## src/sv/bam_ram.sv

```systemverilog
`timescale 1ns / 1ps

module bam_ram #(
  parameter int unsigned Width = 32,
  parameter int unsigned Depth = 16,
  localparam int unsigned AddrW = $clog2(Depth)
) (
  input  logic             clk_i,
  input  logic             en_i,
  input  logic             we_i,
  input  logic [AddrW-1:0] addr_i,
  input  logic [Width-1:0] wdata_i,
  output logic [Width-1:0] rdata_o
);

  logic [Width-1:0] mem_q [Depth];
  logic [Width-1:0] rdata_q;

  // Single port; read data holds until the next read
  always_ff @(posedge clk_i) begin
    if (en_i) begin
      if (we_i) begin
        mem_q[addr_i] <= wdata_i;
      end else begin
        rdata_q <= mem_q[addr_i];
      end
    end
  end

  assign rdata_o = rdata_q;

endmodule

```

## config.mk

```make
export PLATFORM = sky130hd
export DESIGN_NAME = bam_ram
export DESIGN_NICKNAME = d
export VERILOG_FILES = /design/src/sv/bam_ram.sv
export SDC_FILE = /design/constraint.sdc
export NUM_CORES = 1
export LEC_CHECK = 0
export ABC_AREA = 1
export BUFFER_PORTS_ARGS = -buffer_cell sky130_fd_sc_hd__buf_2
export CORE_UTILIZATION = 36
export DETAILED_ROUTE_END_ITERATION = 6
export RECOVER_POWER = 25
export SYNTH_ARGS = -nofsm -noshare
export SYNTH_HDL_FRONTEND = slang
export SYNTH_SLANG_ARGS = --single-unit
```

## constraint.sdc

```tcl
create_clock -name clk_i -period 3.24 [get_ports clk_i]
set_clock_uncertainty 0.2 [all_clocks]
set_input_delay 0.648 -clock clk_i [delete_from_list [all_inputs] [get_ports clk_i]]
set_output_delay 0.648 -clock clk_i [all_outputs]
set_load 0.02 [all_outputs]
```

==> summary.txt <==
Clock network
  – Cells resized by post-CTS repair: 0
  – CTS hold repair buffers: 0
  – Clock root cell: clkbuf_16
  – Clk_lat worst skew: 610 ps
  – Post-CTS Setup Repair Bufs: 0
  – TritonCTS clock tree: done
  – Clk buf depth: 3
  – Sink Count: 544
  – Clock transition at path regs: 60 ps
  – Total number of H-tree levels: 2
  – Cts bufs inserted: 54

Die
  – Core Region: 0.0618 sq mm
  – Standard-cell rows: 91
  – Die X: 252 um
  – Boundary pin count: 71
  – Die Y: 252 um
  – Initial Utilization: 36.5%
  – Total die area: 0.0636 sq mm

Finish
  – Ant. Diodes: 0
  – Layout cells sized above 1: 8.56%
  – Commonest non-fill, non-tap cell in the layout: nand2_1
  – Design area: 0.0257 sq mm
  – Layout Utilization: 41.5%
  – Commonest non-fill, non-tap cells in the layout: nand2_1 (1379), edfxtp_1 (544), inv_1 (71), clkbuf_16 (54), buf_2 (47)
  – Fillcell total: 5824
  – Nets@finish: 2230
  – Area Overhead vs Synth: 13.8%

Detailed routing
  – Max Used Layer: met5
  – Pre-Repair DR Iteration Count: 5
  – Post-route ant nets: 0
  – Via-per-instance ratio: 4.64
  – Routed WL: 53900 um
  – DRC violations left: 0
  – Metal3 WL: 2970 um
  – Starting DRT DRC Count: 1135
  – Met2 wire length: 26400 um
  – Vias post-DR: 14200
  – M1 WL: 23600 um
  – Mean routed wirelength per cell: 17.6 um

Yosys
  – Syn Nets: 2156
  – Top cell type's share of synthesized area: 72.4%
  – Area contributors post-synth: edfxtp_1 (72%), nand2_1 (23%), inv_1 (1.2%), buf_6 (1.1%), buf_2 (0.91%)
  – Syn avg cell area: 10.7 sq um
  – Synth Warn #: 0
  – Yosys cell types: 12
  – Post-synth top area cell: edfxtp_1
  – Synthesized flop and latch total: 544
  – Mapped cell area: 0.0225 sq mm
  – Register area share after synthesis: 72.4%
  – Mapped Cells: 2117

Worst setup path
  – R2R Path End: rdata_o[19]
  – CP startpoint: rdata_o[28]
  – Buf/Inv on CP: 1
  – Data required, critical path: 2390 ps
  – Critical Path Max Stage Delay: 510 ps
  – WP depth: 1
  – Crit path cell chain: buf_2
  – CP max-delay cell: edfxtp_1
  – Reg2Reg Depth: 8
  – Worst R2R Setup Slack: 1860 ps
  – Crit Path Category: reg2out
  – CP top delay family: flip-flops
  – Worst Setup Start Kind: flop
  – Reg2reg start: mem_q[9][19]
  – Max FO, Critical Path: 1
  – CP endpoint: rdata_o[28]
  – Setup crit end kind: primary output
  – Worst EP arrival: 1330 ps

Timing
  – Final period util: 67.1%
  – F_max: 0.460 GHz
  – Max-slew headroom: 36.6%
  – Count of final setup violators: 0
  – Slew @ Worst Pin: 952 ps
  – Fin. max-slew vios: 0
  – Final hold vios: 0
  – RSZ-0062 raised after global routing: false
  – Final min period: 2170 ps

Global route
  – First-pass GRT wire length: 82600 um
  – Overflow after GRT: 0
  – Total track usage: 17.2%
  – Vias in the first global route: 14000
  – Largest net degree at the start of global routing: 160
  – Initial antenna violation count: 1

Status
  – Status: finished clean

Place
  – IO buf count: 70
  – DP HPWL: 28800 um
  – GPL Wtd Cong: 0.751
  – Placed Area: 0.0239 sq mm

Run
  – Max cap viols: 0

Pwr
  – Pleak: 0.0106 uW
  – Worst ir drop on vdd: 0.000386 V
  – Power Dens Cells: 584 mW/mm^2

Hold path
  – Tightest Hold Check Type: in2reg
## kinds of logic (layout without fill, tap and decap cells)
kind of cell | count (synthesis) | after routing | synth area share, %
flip-flops | 544 | 544 | 72.4
AND/OR/NAND/NOR | 1402 | 1402 | 23.4
buffers and inverters | 171 | 286 | 4.19
## synthesized netlist by cell type
cell type,number
edfxtp_1,544
buf_6,23
clkbuf_1,10
buf_8,1
buf_1,6
buf_2,41
nand2_1,1379
inv_1,72
nand3_1,4
inv_6,1
nor2_1,19
buf_4,17
## power breakdown
part	internal [uW]	switching [uW]	total, uW
clock network	3670	2600	6270
logic	211	628	839
registers	7850	23.1	7880
## routing by layer
layer	GRT usage, %	vias up
met5	0	-
met4	4.16	2
met3	2.68	67
met2	29.7	333
met1	22.5	6882
li1	-	6948
## how the worst min path moves through the flow
stage | startpoint | to | slack, ps | cells past startpoint
after floorplan | mem_q[0][0] | rdata_o[0] | 520 | 8
after global placement | mem_q[0][11] | rdata_o[11] | 550 | 8
after global routing | wdata_i[27] | mem_q[8][27] | 240 | 1
final | wdata_i[9] | mem_q[3][9] | 250 | 1
after detailed placement | mem_q[1][31] | rdata_o[31] | 560 | 8
after CTS | wdata_i[20] | mem_q[2][20] | 180 | 1
## state kept, by name, summed over array words and instances, names as in the netlist
name     cells
rdata_o     32
mem_q      512
## stage by stage
stage	setup slack [ps]	instances	TNS (ps)	total power [uW]	hold WS (ps)
2_1_floorplan	-93.7	2117	-28720	8570	518
3_3_place_gp	568	2972	0	8870	550
3_5_place_dp	570	2972	0	8880	558
4_1_cts	1050	3069	0	15100	181
5_1_grt	1040	3069	0	15500	241
6_report	1070	3069	0	15000	246
## layout make-up
type	count	area [sq um]	share of cell area, %
repair buffers	116	816	3.18
clock buffers	60	1370	5.36
clock inverters	37	389	1.52
well taps	837	1050	4.08
inverters	73	282	1.10
flip-flops and latches	544	16300	63.7
multi-input cells	1402	5410	21.1
(Power assumes the default switching activity.)
