File: src/sv/bam_pkg.sv
`timescale 1ns / 1ps

package bam_pkg;

  // Store geometry
  localparam int unsigned WordCount  = 65536;
  localparam int unsigned IdxW       = $clog2(WordCount);
  localparam logic [32:0] TotalBytes = 33'(WordCount) * 33'd4;

  typedef enum logic [1:0] {
    KIND_IDLE  = 2'd0,
    KIND_READ  = 2'd1,
    KIND_WRITE = 2'd2,
    KIND_BOTH  = 2'd3
  } kind_e;

  typedef enum logic [1:0] {
    SIZE_BYTE = 2'd0,
    SIZE_HALF = 2'd1,
    SIZE_WORD = 2'd2,
    SIZE_BAD  = 2'd3
  } size_e;

  typedef enum logic [1:0] {
    ST_CLEAR,
    ST_READY,
    ST_MODIFY
  } state_e;

  typedef struct packed {
    kind_e       kind;
    logic [31:0] address;
    size_e       access_size;
    logic        sext;
    logic [31:0] wr_data;
  } req_t;

  typedef struct packed {
    logic [31:0] rd_data;
    logic        fault;
    logic        data_valid;
  } rsp_t;

  // Lane unit result: write-back control plus the response beat
  typedef struct packed {
    logic        we;
    logic [31:0] wdata;
    rsp_t        rsp;
  } lane_t;

endpackage

File: src/sv/bam_lane.sv
`timescale 1ns / 1ps

module bam_lane (
  input  bam_pkg::req_t  req_i,
  input  logic [31:0]    word_i,
  output bam_pkg::lane_t lane_o
);

  logic        aligned;
  logic        in_range;
  logic        legal;
  logic [1:0]  lane;
  logic [4:0]  shift;
  logic [3:0]  byte_en;
  logic [31:0] mask;
  logic [31:0] placed;
  logic [31:0] merged;
  logic [31:0] raw;
  logic [31:0] extended;

  assign lane  = req_i.address[1:0];
  assign shift = {lane, 3'b000};

  always_comb begin
    case (req_i.access_size)
      bam_pkg::SIZE_BYTE: begin
        aligned = 1'b1;
        byte_en = 4'b0001 << lane;
      end
      bam_pkg::SIZE_HALF: begin
        aligned = (lane[0] == 1'b0);
        byte_en = 4'b0011 << lane;
      end
      bam_pkg::SIZE_WORD: begin
        aligned = (lane == 2'b00);
        byte_en = 4'b1111;
      end
      default: begin
        aligned = 1'b0;
        byte_en = 4'b0000;
      end
    endcase
  end

  // An aligned access that starts inside the store also ends inside it
  assign in_range = ({1'b0, req_i.address} < bam_pkg::TotalBytes);
  assign legal    = aligned & in_range;

  assign mask   = {{8{byte_en[3]}}, {8{byte_en[2]}}, {8{byte_en[1]}}, {8{byte_en[0]}}};
  assign placed = (req_i.wr_data << shift) & mask;
  // Merge the new bytes only for a write; reads and idles see the stored word
  assign merged = req_i.kind[1] ? ((word_i & ~mask) | placed) : word_i;
  assign raw    = (merged & mask) >> shift;

  always_comb begin
    case (req_i.access_size)
      bam_pkg::SIZE_BYTE: extended = {{24{req_i.sext & raw[7]}}, raw[7:0]};
      bam_pkg::SIZE_HALF: extended = {{16{req_i.sext & raw[15]}}, raw[15:0]};
      default:            extended = raw;
    endcase
  end

  assign lane_o.we             = legal & req_i.kind[1];
  assign lane_o.wdata          = merged;
  assign lane_o.rsp.rd_data    = legal ? extended : 32'd0;
  assign lane_o.rsp.fault      = (req_i.kind != bam_pkg::KIND_IDLE) & ~legal;
  assign lane_o.rsp.data_valid = legal;

endmodule

File: config.mk
export PLATFORM = sky130hd
export DESIGN_NAME = bam_lane
export DESIGN_NICKNAME = d
export VERILOG_FILES = /design/src/sv/bam_pkg.sv /design/src/sv/bam_lane.sv
export SDC_FILE = /design/constraint.sdc
export NUM_CORES = 1
export LEC_CHECK = 0
export BUFFER_PORTS_ARGS = -buffer_cell sky130_fd_sc_hd__buf_2
export CAP_MARGIN = 5
export CORE_UTILIZATION = 25
export DETAILED_ROUTE_END_ITERATION = 10
export PLACE_DENSITY = 0.52
export SLEW_MARGIN = 20
export SYNTH_ARGS = -nofsm -noshare
export SYNTH_HDL_FRONTEND = slang
export SYNTH_SLANG_ARGS = --single-unit
File: constraint.sdc
create_clock -name vclk -period 4.05
set_clock_uncertainty 0.05 [all_clocks]
set_input_delay 1.215 -clock vclk [all_inputs]
set_output_delay 1.215 -clock vclk [all_outputs]
set_load 0.03 [all_outputs]
==> results by group, run 1 <==
Outcome
  – Status: finished with violations
  – Failing checks: negative setup slack

Detailed routing
  – First-pass DRT Iterations: 5
  – DRT Wirelength: 10900 microns
  – Drt wl/cell: around 17 microns
  – Detailed Route Iter0 Violations: 190
  – DRC: 0
  – Routed Antenna Nets: 0
  – DR vias: approximately 3400
  – Number of vias per cell: 5.28

Pwr
  – P_int: 0.000251 W
  – Seq pwr share: 0%
  – Sw frac: between 50% and 60%
  – Comb power frac: between 90% and 100%
  – Pwr Density: 119 mW/mm^2
  – Clock share of power: 0%
  – Static Leakage: between 2 and 2.5 nW
  – VDD IR max: about 0.06 mV
  – NetSw: approximately 0.00028 W

Critical path
  – CP peak stage delay: 510 ps
  – Setup crit start: req_i[68]
  – Crit path top cell by count: a21boi_4
  – Critical Path RT: approximately 2800 ps
  – CP Launch Type: primary input
  – Crit path max fanout: 7
  – Kind of critical path: in -> out
  – Critical-path top delay cell: or4b_4
  – End of the critical path: lane_o[30]
  – Worst-path cell chain: buf_12, buf_4, a21boi_4, or4b_4, a21boi_4, o211ai_4, clkbuf_16, o21ai_2, buf_6
  – Crit. End Element: output pin
  – CP Data Arrival Time: about 2900 ps

Floorplanning
  – Num ports: 168
  – Starting Density: around 26%
  – Die width: roughly 92 microns
  – Die Y: 92.1 microns
  – Core box area: ~0.0078 sq mm
  – # rows: 32
  – Die area: 0.00848 sq mm

GRT
  – Most Crowded Layer GR: met2
  – Grt met3 use: ~1.9%
  – Met1 Track Usage GR: about a third
  – Total gr overflow: 0
  – Overall routing resource usage: a little under a quarter
  – Largest net degree at the start of global routing: 23
  – Number of global-route vias before repair: around 3200
  – Initial antenna violation count: 0
  – Global-route wire length before repair: 16100 microns
  – M2 GR Usage: between 30% and 40%

Final layout
  – Synth-to-Final Area Change: 121%
  – Sequential cell count: 0
  – Diodes inserted: 0
  – FF/Latch Area: 0 sq um
  – Fillers: between 700 and 800
  – Layout cells sized above 1: between 60% and 70%
  – Most common cell after layout, fill and taps aside: buf_2
  – NumNets Final: 640
  – Highest-count cells in the layout ignoring fill and taps: buf_2, buf_4, buf_6
  – # clk buffers: 0
  – Final Cell Area: approximately 0.0045 sq mm

Timing
  – Max frequency: 0.242 GHz
  – Max-slew headroom: about 61%
  – Setup violators final: 23
  – Post-route setup TNS: -1320 ps
  – RSZ-0062 raised after global routing: true
  – Final hold vios: 0
  – Ratio of final minimum period to clock period: 102%
  – Min Hold Slack: 2750 ps
  – Pins Over Slew Limit: 0
  – Slew @ Worst Pin: 568 ps
  – Tmin final: roughly 4100 ps
  – Worst setup margin: -83.4 ps

Synth
  – Synth Net Count: 403
  – Synth cell types: 51
  – Synth warn: 0
  – Mapped Cells: around 300
  – Register area share after synthesis: 0%
  – Syn avg cell area: approximately 6.7 sq um
  – Mapped Area: approximately 0.002 sq mm

Place
  – Dpl ws: -369 ps
  – Gpl congestion: slightly below 0.9
  – Input/output buffers: roughly 150
  – Post-DP Area: about 0.0035 sq mm
  – Hpwl dp: approximately 8100 microns

Hold path
  – Hold crit path type: in -> out

Job
  – Max Cap Violations: 0
-- cells by family after synthesis --
kind of cell	after synthesis	synth area share, %
xor+xnor	1	0.432
mux	49	25.4
simple gates	92	22.6
buf+inv	46	10.0
compound gates	114	41.5
-- final cells by class --
type / instances / area [sq um] / share of cell area, %
multi-input cells: 256 / 2270 / 50.5
repair buffers: 261 / 2020 / 44.9
well taps: 102 / 128 / 2.84
inverters: 20 / 78.8 / 1.75
-- power by group through the flow --
stage | logic, W | clock network (W) | registers, W
after floorplan | 0.000227 | 0 | 0
after detailed placement | 0.000420 | 0 | 0
final | 0.000534 | 0 | 0
after global routing | 0.000566 | 0 | 0
after CTS | 0.000478 | 0 | 0
after global placement | 0.000416 | 0 | 0
-- Yosys cell counts, drive strengths merged --
| master | number | area [sq um] |
|---|---|---|
| mux2i | 38 | 380 |
| nand2 | 38 | 143 |
| o21ai | 34 | 223 |
| inv | 19 | 71.3 |
| a21oi | 17 | 85.1 |
| buf | 14 | 83.8 |
| and3 | 13 | 81.3 |
| clkbuf | 12 | 45.0 |
| nor2 | 11 | 43.8 |
| mux2 | 10 | 113 |
| a31oi | 8 | 50.1 |
| o31ai | 8 | 60.1 |
| a22o | 7 | 61.3 |
| a221o | 6 | 60.1 |
| o21a | 6 | 45.0 |
| o221ai | 6 | 52.6 |
| o2bb2ai | 6 | 52.6 |
| a21boi | 4 | 45.0 |
| and2 | 4 | 25.0 |
| nand2b | 4 | 25.0 |
| nand3 | 4 | 20.0 |
| nor2b | 4 | 25.0 |
| a2111oi | 3 | 26.3 |
| a211oi | 3 | 22.5 |
| nor3 | 3 | 15.0 |
| nor4 | 3 | 18.8 |
| a22oi | 2 | 15.0 |
| nand3b | 2 | 15.0 |
| nand4 | 2 | 12.5 |
| a221oi | 1 | 15.0 |
| and4 | 1 | 8.76 |
| clkinv | 1 | 3.75 |
| mux4 | 1 | 22.5 |
| nor4bb | 1 | 10.0 |
| o211ai | 1 | 12.5 |
| o21bai | 1 | 7.51 |
| o41ai | 1 | 8.76 |
| or2 | 1 | 6.26 |
| or4b | 1 | 10.0 |
| xnor2 | 1 | 8.76 |
-- routing by layer --
metal / vias up / wire length (microns)
met1: 1568 / 4790
met3: 16 / 668
met5: - / 0
met2: 166 / 5290
li1: 1621 / -
met4: 0 / 130
-- worst min-delay path by stage --
stage / startpoint / endpoint / slack (ps) / cells after the start
floorplan: word_i[8] / lane_o[42] / 2570 / 2
global placement: req_i[67] / lane_o[1] / 2750 / 4
detailed placement: req_i[67] / lane_o[1] / 2750 / 4
CTS: req_i[67] / lane_o[1] / 2750 / 4
global route: word_i[16] / lane_o[50] / 2750 / 3
finish: req_i[67] / lane_o[1] / 2750 / 4
-- repair_timing --
item,4_1_cts,5_1_grt
endpoints found under the setup margin,45,47
hold buffers,0,0
pin swaps,13,13
resized for setup,112,84
buffers inserted,19,7
gates cloned,1,0
-- stage by stage --
| step | total power (W) | instances | utilization (%) |
|---|---|---|---|
| floorplan | 0.000227 | 302 | - |
| finish | 0.000534 | 639 | 57.5 |
| global route | 0.000566 | 639 | 57.5 |
| detailed placement | 0.000420 | 613 | 45.0 |
| global placement | 0.000416 | 613 | 45.0 |
| CTS | 0.000478 | 633 | 53.1 |
-- worst max-delay path, delay by kind of cell --
kind                   cells  cell delay, ps
buffers and inverters      4             550
AOI/OAI and AO/OA          4             570
and+or+nand+nor            1             510
(Power assumes the default switching activity.)
==> inputs of run 2 (changes only) <==
--- a/config.mk
+++ b/config.mk
@@ -5,11 +5,12 @@
 export SDC_FILE = /design/constraint.sdc
 export NUM_CORES = 1
 export LEC_CHECK = 0
+export ABC_AREA = 1
 export BUFFER_PORTS_ARGS = -buffer_cell sky130_fd_sc_hd__buf_2
 export CAP_MARGIN = 5
 export CORE_UTILIZATION = 25
 export DETAILED_ROUTE_END_ITERATION = 10
-export PLACE_DENSITY = 0.52
+export PLACE_DENSITY = 0.49
 export SLEW_MARGIN = 20
 export SYNTH_ARGS = -nofsm -noshare
 export SYNTH_HDL_FRONTEND = slang
==> run 2 against run 1 <==
The run still ends with negative setup slack left. Flip-flop and latch count stayed put. Critical path depth rose by 5. Setup slack improved by 67 ps. Critical path type unchanged. Largest cell class unchanged.
==> results by group, run 2 <==
Final layout
  – Most common cell after layout, fill and taps aside: nand2_1
  – Fillers: between 900 and 1000
  – FF/Latch Area: 0 sq um
  – Synth-to-Final Area Change: 102%
  – Highest-count cells in the layout ignoring fill and taps: nand2_1, buf_2, buf_4
  – Sequential cell count: 0
  – # clk buffers: 0
  – Non-Filler Instances: 836
  – NumNets Final: between 800 and 900
  – Core Util, Final: approximately 52%
  – Layout cells sized above 1: 54.2%
  – Diodes inserted: 0

Timing
  – Max frequency: 0.246 GHz
  – Ratio of final minimum period to clock period: 100%
  – Max-slew headroom: about 77%
  – Worst setup margin: -16.0 ps
  – Tmin final: ~4000 ps
  – Setup violators final: 6
  – Post-route setup TNS: -27.1 ps
  – Pins Over Slew Limit: 0
  – Min Hold Slack: about 2700 ps
  – Slew @ Worst Pin: 342 ps
  – RSZ-0062 raised after global routing: true
  – Final hold vios: 0

Hold path
  – Hold crit path type: in -> out

Detailed routing
  – Routed Antenna Nets: 0
  – First-pass DRT Iterations: 5
  – Detailed Route Iter0 Violations: 195
  – DR vias: between 3000 and 4000
  – Drt wl/cell: between 10 and 15 microns
  – DRC: 0
  – Number of vias per cell: ~4.8
  – DRT Wirelength: around 12000 microns

Critical path
  – Worst-path cell chain: buf_12, clkinv_8, nand2_4, nand2_4, nand2_4, nand2_4, nand3_4, inv_1, nand2_1, buf_4, buf_4, buf_4, and2_1, buf_2
  – Critical Path RT: approximately 2800 ps
  – Crit path max fanout: 7
  – Crit path top cell by count: nand2_4
  – Crit. End Element: output pin
  – CP Data Arrival Time: 2800 ps
  – CP peak stage delay: 210 ps
  – CP Launch Type: primary input
  – Critical-path top delay cell: inv_1
  – Kind of critical path: in -> out

Synth
  – Mapped Area: about 0.0024 sq mm
  – Top area cells in the synthesized netlist: nand2_1, inv_1, o21ai_0
  – Synth cell types: 34
  – Commonest cells post-synth: nand2_1, inv_1, o21ai_0
  – Synth Net Count: 603
  – Mapped Cells: ~500
  – Largest area contributor in the netlist: nand2_1
  – Syn avg cell area: ~4.7 sq um
  – Synth warn: 0
  – Post-synth top area share: a little over a quarter
  – Top-count cell post-synth: nand2_1
  – Register area share after synthesis: 0%

GRT
  – Global-route wire length before repair: between 15000 and 20000 microns
  – Overall routing resource usage: 22.6%
  – Number of global-route vias before repair: between 3000 and 4000
  – Total gr overflow: 0
  – Initial antenna violation count: 0
  – Largest net degree at the start of global routing: 27

Job
  – Max Cap Violations: 0

Place
  – Gpl congestion: 0.883
  – Placed Cells: ~830
  – Hpwl dp: ~9500 microns
  – Dpl ws: -313 ps
  – Input/output buffers: ~150

Floorplanning
  – Num ports: between 150 and 200
  – # rows: 35
  – Core box area: a little over 0.009 sq mm
  – Starting Density: between 20% and 30%
  – Die width: between 90 and 100 microns
  – Die area: just under 0.01 sq mm
  – Die Y: just under 100 microns

Clocking
  – CTS Hold Bufs: 0

Pwr
  – Static Leakage: between 2 and 3 nW
  – Pwr Density: 123 mW/mm^2
  – VDD IR max: ~0.067 mV

Outcome
  – Failing checks: negative setup slack
  – Status: finished with violations
## run 2: per-layer routing
metal	share of wire, %	routed length [microns]	GRT usage, %
met5	0	0	0
met4	0	0	1.02
met3	5.3	609	0.914
met2	49	5670	41.3
met1	46	5280	30.8
## run 2: cell families (layout without fill, tap and decap cells)
| kind of cell | Yosys count | count (layout) | share of synthesized area (%) |
|---|---|---|---|
| compound gates | 91 | 91 | 21.9 |
| simple gates | 294 | 294 | 57.0 |
| buf+inv | 117 | 340 | 21.1 |
## run 2: timing repair
action	4_1_cts	5_1_grt
gates cloned	1	0
setup endpoints to repair	37	34
buffers inserted	7	4
hold endpoints to repair	0	0
gates resized for setup	85	111
pin swaps	9	32
## run 2: critical path, delay by kind of cell
kind	cells	cell delay, ps
buffers and inverters	7	950
AND/OR/NAND/NOR	7	610
## run 2: layout make-up
type / count / area, sq um / share of cell area, %
Multi-Input combinational cell: 385 / 2390 / 49.8
Timing Repair Buffer: 253 / 1850 / 38.5
Inverter: 87 / 420 / 8.76
Tap cell: 111 / 139 / 2.89
## run 2: where the power goes
part | switching, W | internal, W | leakage, nW
logic | 0.000344 | 0.000246 | 2.69
clock network | 0 | 0 | 0
registers | 0 | 0 | 0
total | 0.000344 | 0.000246 | 2.69
## run 2: final timing paths
check,start,endpoint,cells after the start
min,req_i[67],lane_o[1],4
max,req_i[36],lane_o[54],14
## run 2: through the flow
stage,power (W),cell area [sq um]
after floorplan,0.000295,2640
after global placement,0.000517,4110
final,0.000590,4800
after CTS,0.000547,4430
after global routing,0.000639,4800
after detailed placement,0.000519,4110
==> inputs of run 3 (changes only) <==
--- a/config.mk
+++ b/config.mk
@@ -6,11 +6,11 @@
 export NUM_CORES = 1
 export LEC_CHECK = 0
 export ABC_AREA = 1
-export BUFFER_PORTS_ARGS = -buffer_cell sky130_fd_sc_hd__buf_2
 export CAP_MARGIN = 5
 export CORE_UTILIZATION = 25
 export DETAILED_ROUTE_END_ITERATION = 10
-export PLACE_DENSITY = 0.49
+export DONT_BUFFER_PORTS = 1
+export PLACE_DENSITY = 0.34
 export SLEW_MARGIN = 20
 export SYNTH_ARGS = -nofsm -noshare
 export SYNTH_HDL_FRONTEND = slang
==> run 3 against run 2 <==
The run now ends clean. Non-clock buffer count is 195 lower. Largest power group unchanged. Via count shrank 18%. Combinational power shrank 31%.
==> results by group, run 3 (synthesis results as in run 2) <==
Outcome
  – Status: complete, no violations

Final layout
  – Sequential cell count: 0
  – Synth-to-Final Area Change: 39.0%
  – Fillers: ~1100
  – Layout cells sized above 1: between 20 and 30%
  – Final Cell Area: 0.00330 sq mm
  – Most common cell after layout, fill and taps aside: nand2_1
  – # clk buffers: 0
  – NumNets Final: 634
  – FF/Latch Area: 0 sq um
  – Non-Filler Instances: approximately 640
  – Highest-count cells in the layout ignoring fill and taps: nand2_1, inv_1, o21ai_0
  – Diodes inserted: 0

Hold path
  – Hold Path Stages: 3
  – Hold crit path type: in -> out

Floorplanning
  – Num ports: 168
  – Die width: roughly 99 microns
  – Die area: roughly 0.01 sq mm
  – # rows: 35
  – Starting Density: around a quarter
  – Die Y: ~99 microns
  – Core box area: between 0.009 and 0.01 sq mm

Critical path
  – Critical Path RT: 2780 ps
  – Crit. End Element: output pin
  – CP Launch Type: primary input
  – Kind of critical path: in -> out
  – CP Data Arrival Time: 2700 ps
  – Crit path max fanout: 52

Pwr
  – Overall power: roughly 0.0004 W
  – Clock share of power: 0%
  – NetSw: between 0.0002 and 0.0003 W
  – Sw frac: roughly 66%
  – Seq pwr share: 0%
  – Pwr Density: 123 mW/mm^2
  – P_int: 0.000137 W
  – Static Leakage: between 1.5 and 2 nW
  – Comb power frac: 100.0%
  – VDD IR max: between 0.04 and 0.05 mV

Detailed routing
  – First-pass DRT Iterations: 6
  – DRT Wirelength: between 10000 and 15000 microns
  – DR vias: 3280
  – Detailed Route Iter0 Violations: ~150
  – Number of vias per cell: 5.11
  – DRC: 0
  – Routed Antenna Nets: 0
  – Drt wl/cell: approximately 17 microns

Place
  – Hpwl dp: a little under 9000 microns
  – Dpl ws: -22.3 ps
  – Gpl congestion: between 0.9 and 1
  – Post-DP Area: slightly above 0.003 sq mm
  – Placed Cells: 637
  – Input/output buffers: 0

Timing
  – Max-slew headroom: around three quarters
  – Max frequency: 0.252 GHz
  – Slew @ Worst Pin: 352 ps
  – RSZ-0062 raised after global routing: true
  – Pins Over Slew Limit: 0
  – Worst setup margin: slightly below 90 ps
  – Post-route setup TNS: 0 ps
  – Tmin final: around 4000 ps
  – Final hold vios: 0
  – Setup violators final: 0
  – Ratio of final minimum period to clock period: 97.8%

GRT
  – Number of global-route vias before repair: 3217
  – Overall routing resource usage: between 20% and 30%
  – Total gr overflow: 0
  – Global-route wire length before repair: roughly 17000 microns
  – Largest net degree at the start of global routing: 53
  – Initial antenna violation count: 0

Job
  – Max Cap Violations: 0

Clocking
  – CTS Hold Bufs: 0
-- run 3: cell types whose count changed in the layout (fill, tap and decap cells not counted), sizes merged --
cell,delta
buf,-193
clkbuf,-2
clkinv,-2
clkinvlp,+2
nand3,+1
-- run 3: final cells by class --
cell class | instances | area, sq um | share of cell area, %
multi-input cells | 386 | 2170 | 65.7
repair buffers | 58 | 583 | 17.7
inverters | 87 | 409 | 12.4
well taps | 111 | 139 | 4.21
-- run 3: path summary, 6_finish.rpt --
| kind | from | to | slack [ps] |
|---|---|---|---|
| worst min-delay path | req_i[34] | lane_o[24] | 2570 |
| worst max-delay path | req_i[36] | lane_o[12] | 90 |
-- run 3: stage by stage --
stage,hold WS (ps),util [%]
finish,2570,35.9
global route,2580,35.9
CTS,2570,33.9
detailed placement,2600,33.9
global placement,2600,33.9
floorplan,2540,-
-- run 3: per-layer routing --
metal | GRT usage (%) | up-vias | wire length [microns]
li1 | - | 1667 | -
met5 | 0 | - | 0
met1 | 28.0 | 1472 | 4920
met3 | 2.74 | 8 | 679
met2 | 37.2 | 133 | 5090
met4 | 2.04 | 0 | 104
-- run 3: what timing repair did --
action,4_1_cts,5_1_grt
gates resized for setup,2,41
hold endpoints to repair,0,0
pin swaps,0,12
cloned,0,1
buffers inserted,0,4
setup endpoints to repair,3,30
-- run 3: critical path: stages --
cell	delay (ps)
inv_8	70
nand2_2	60
nand2_2	80
nand2_4	80
a21oi_4	250
buf_6	140
nand3_4	80
nand3_4	100
nand3_4	110
buf_12	170
a21oi_2	170
buf_6	150
-- run 3: power by group through the flow --
stage	clock, W	sequential (W)	combinational [W]
after floorplan	0	0	0.000295
after global placement	0	0	0.000381
after detailed placement	0	0	0.000383
after CTS	0	0	0.000385
after global routing	0	0	0.000443
final	0	0	0.000407
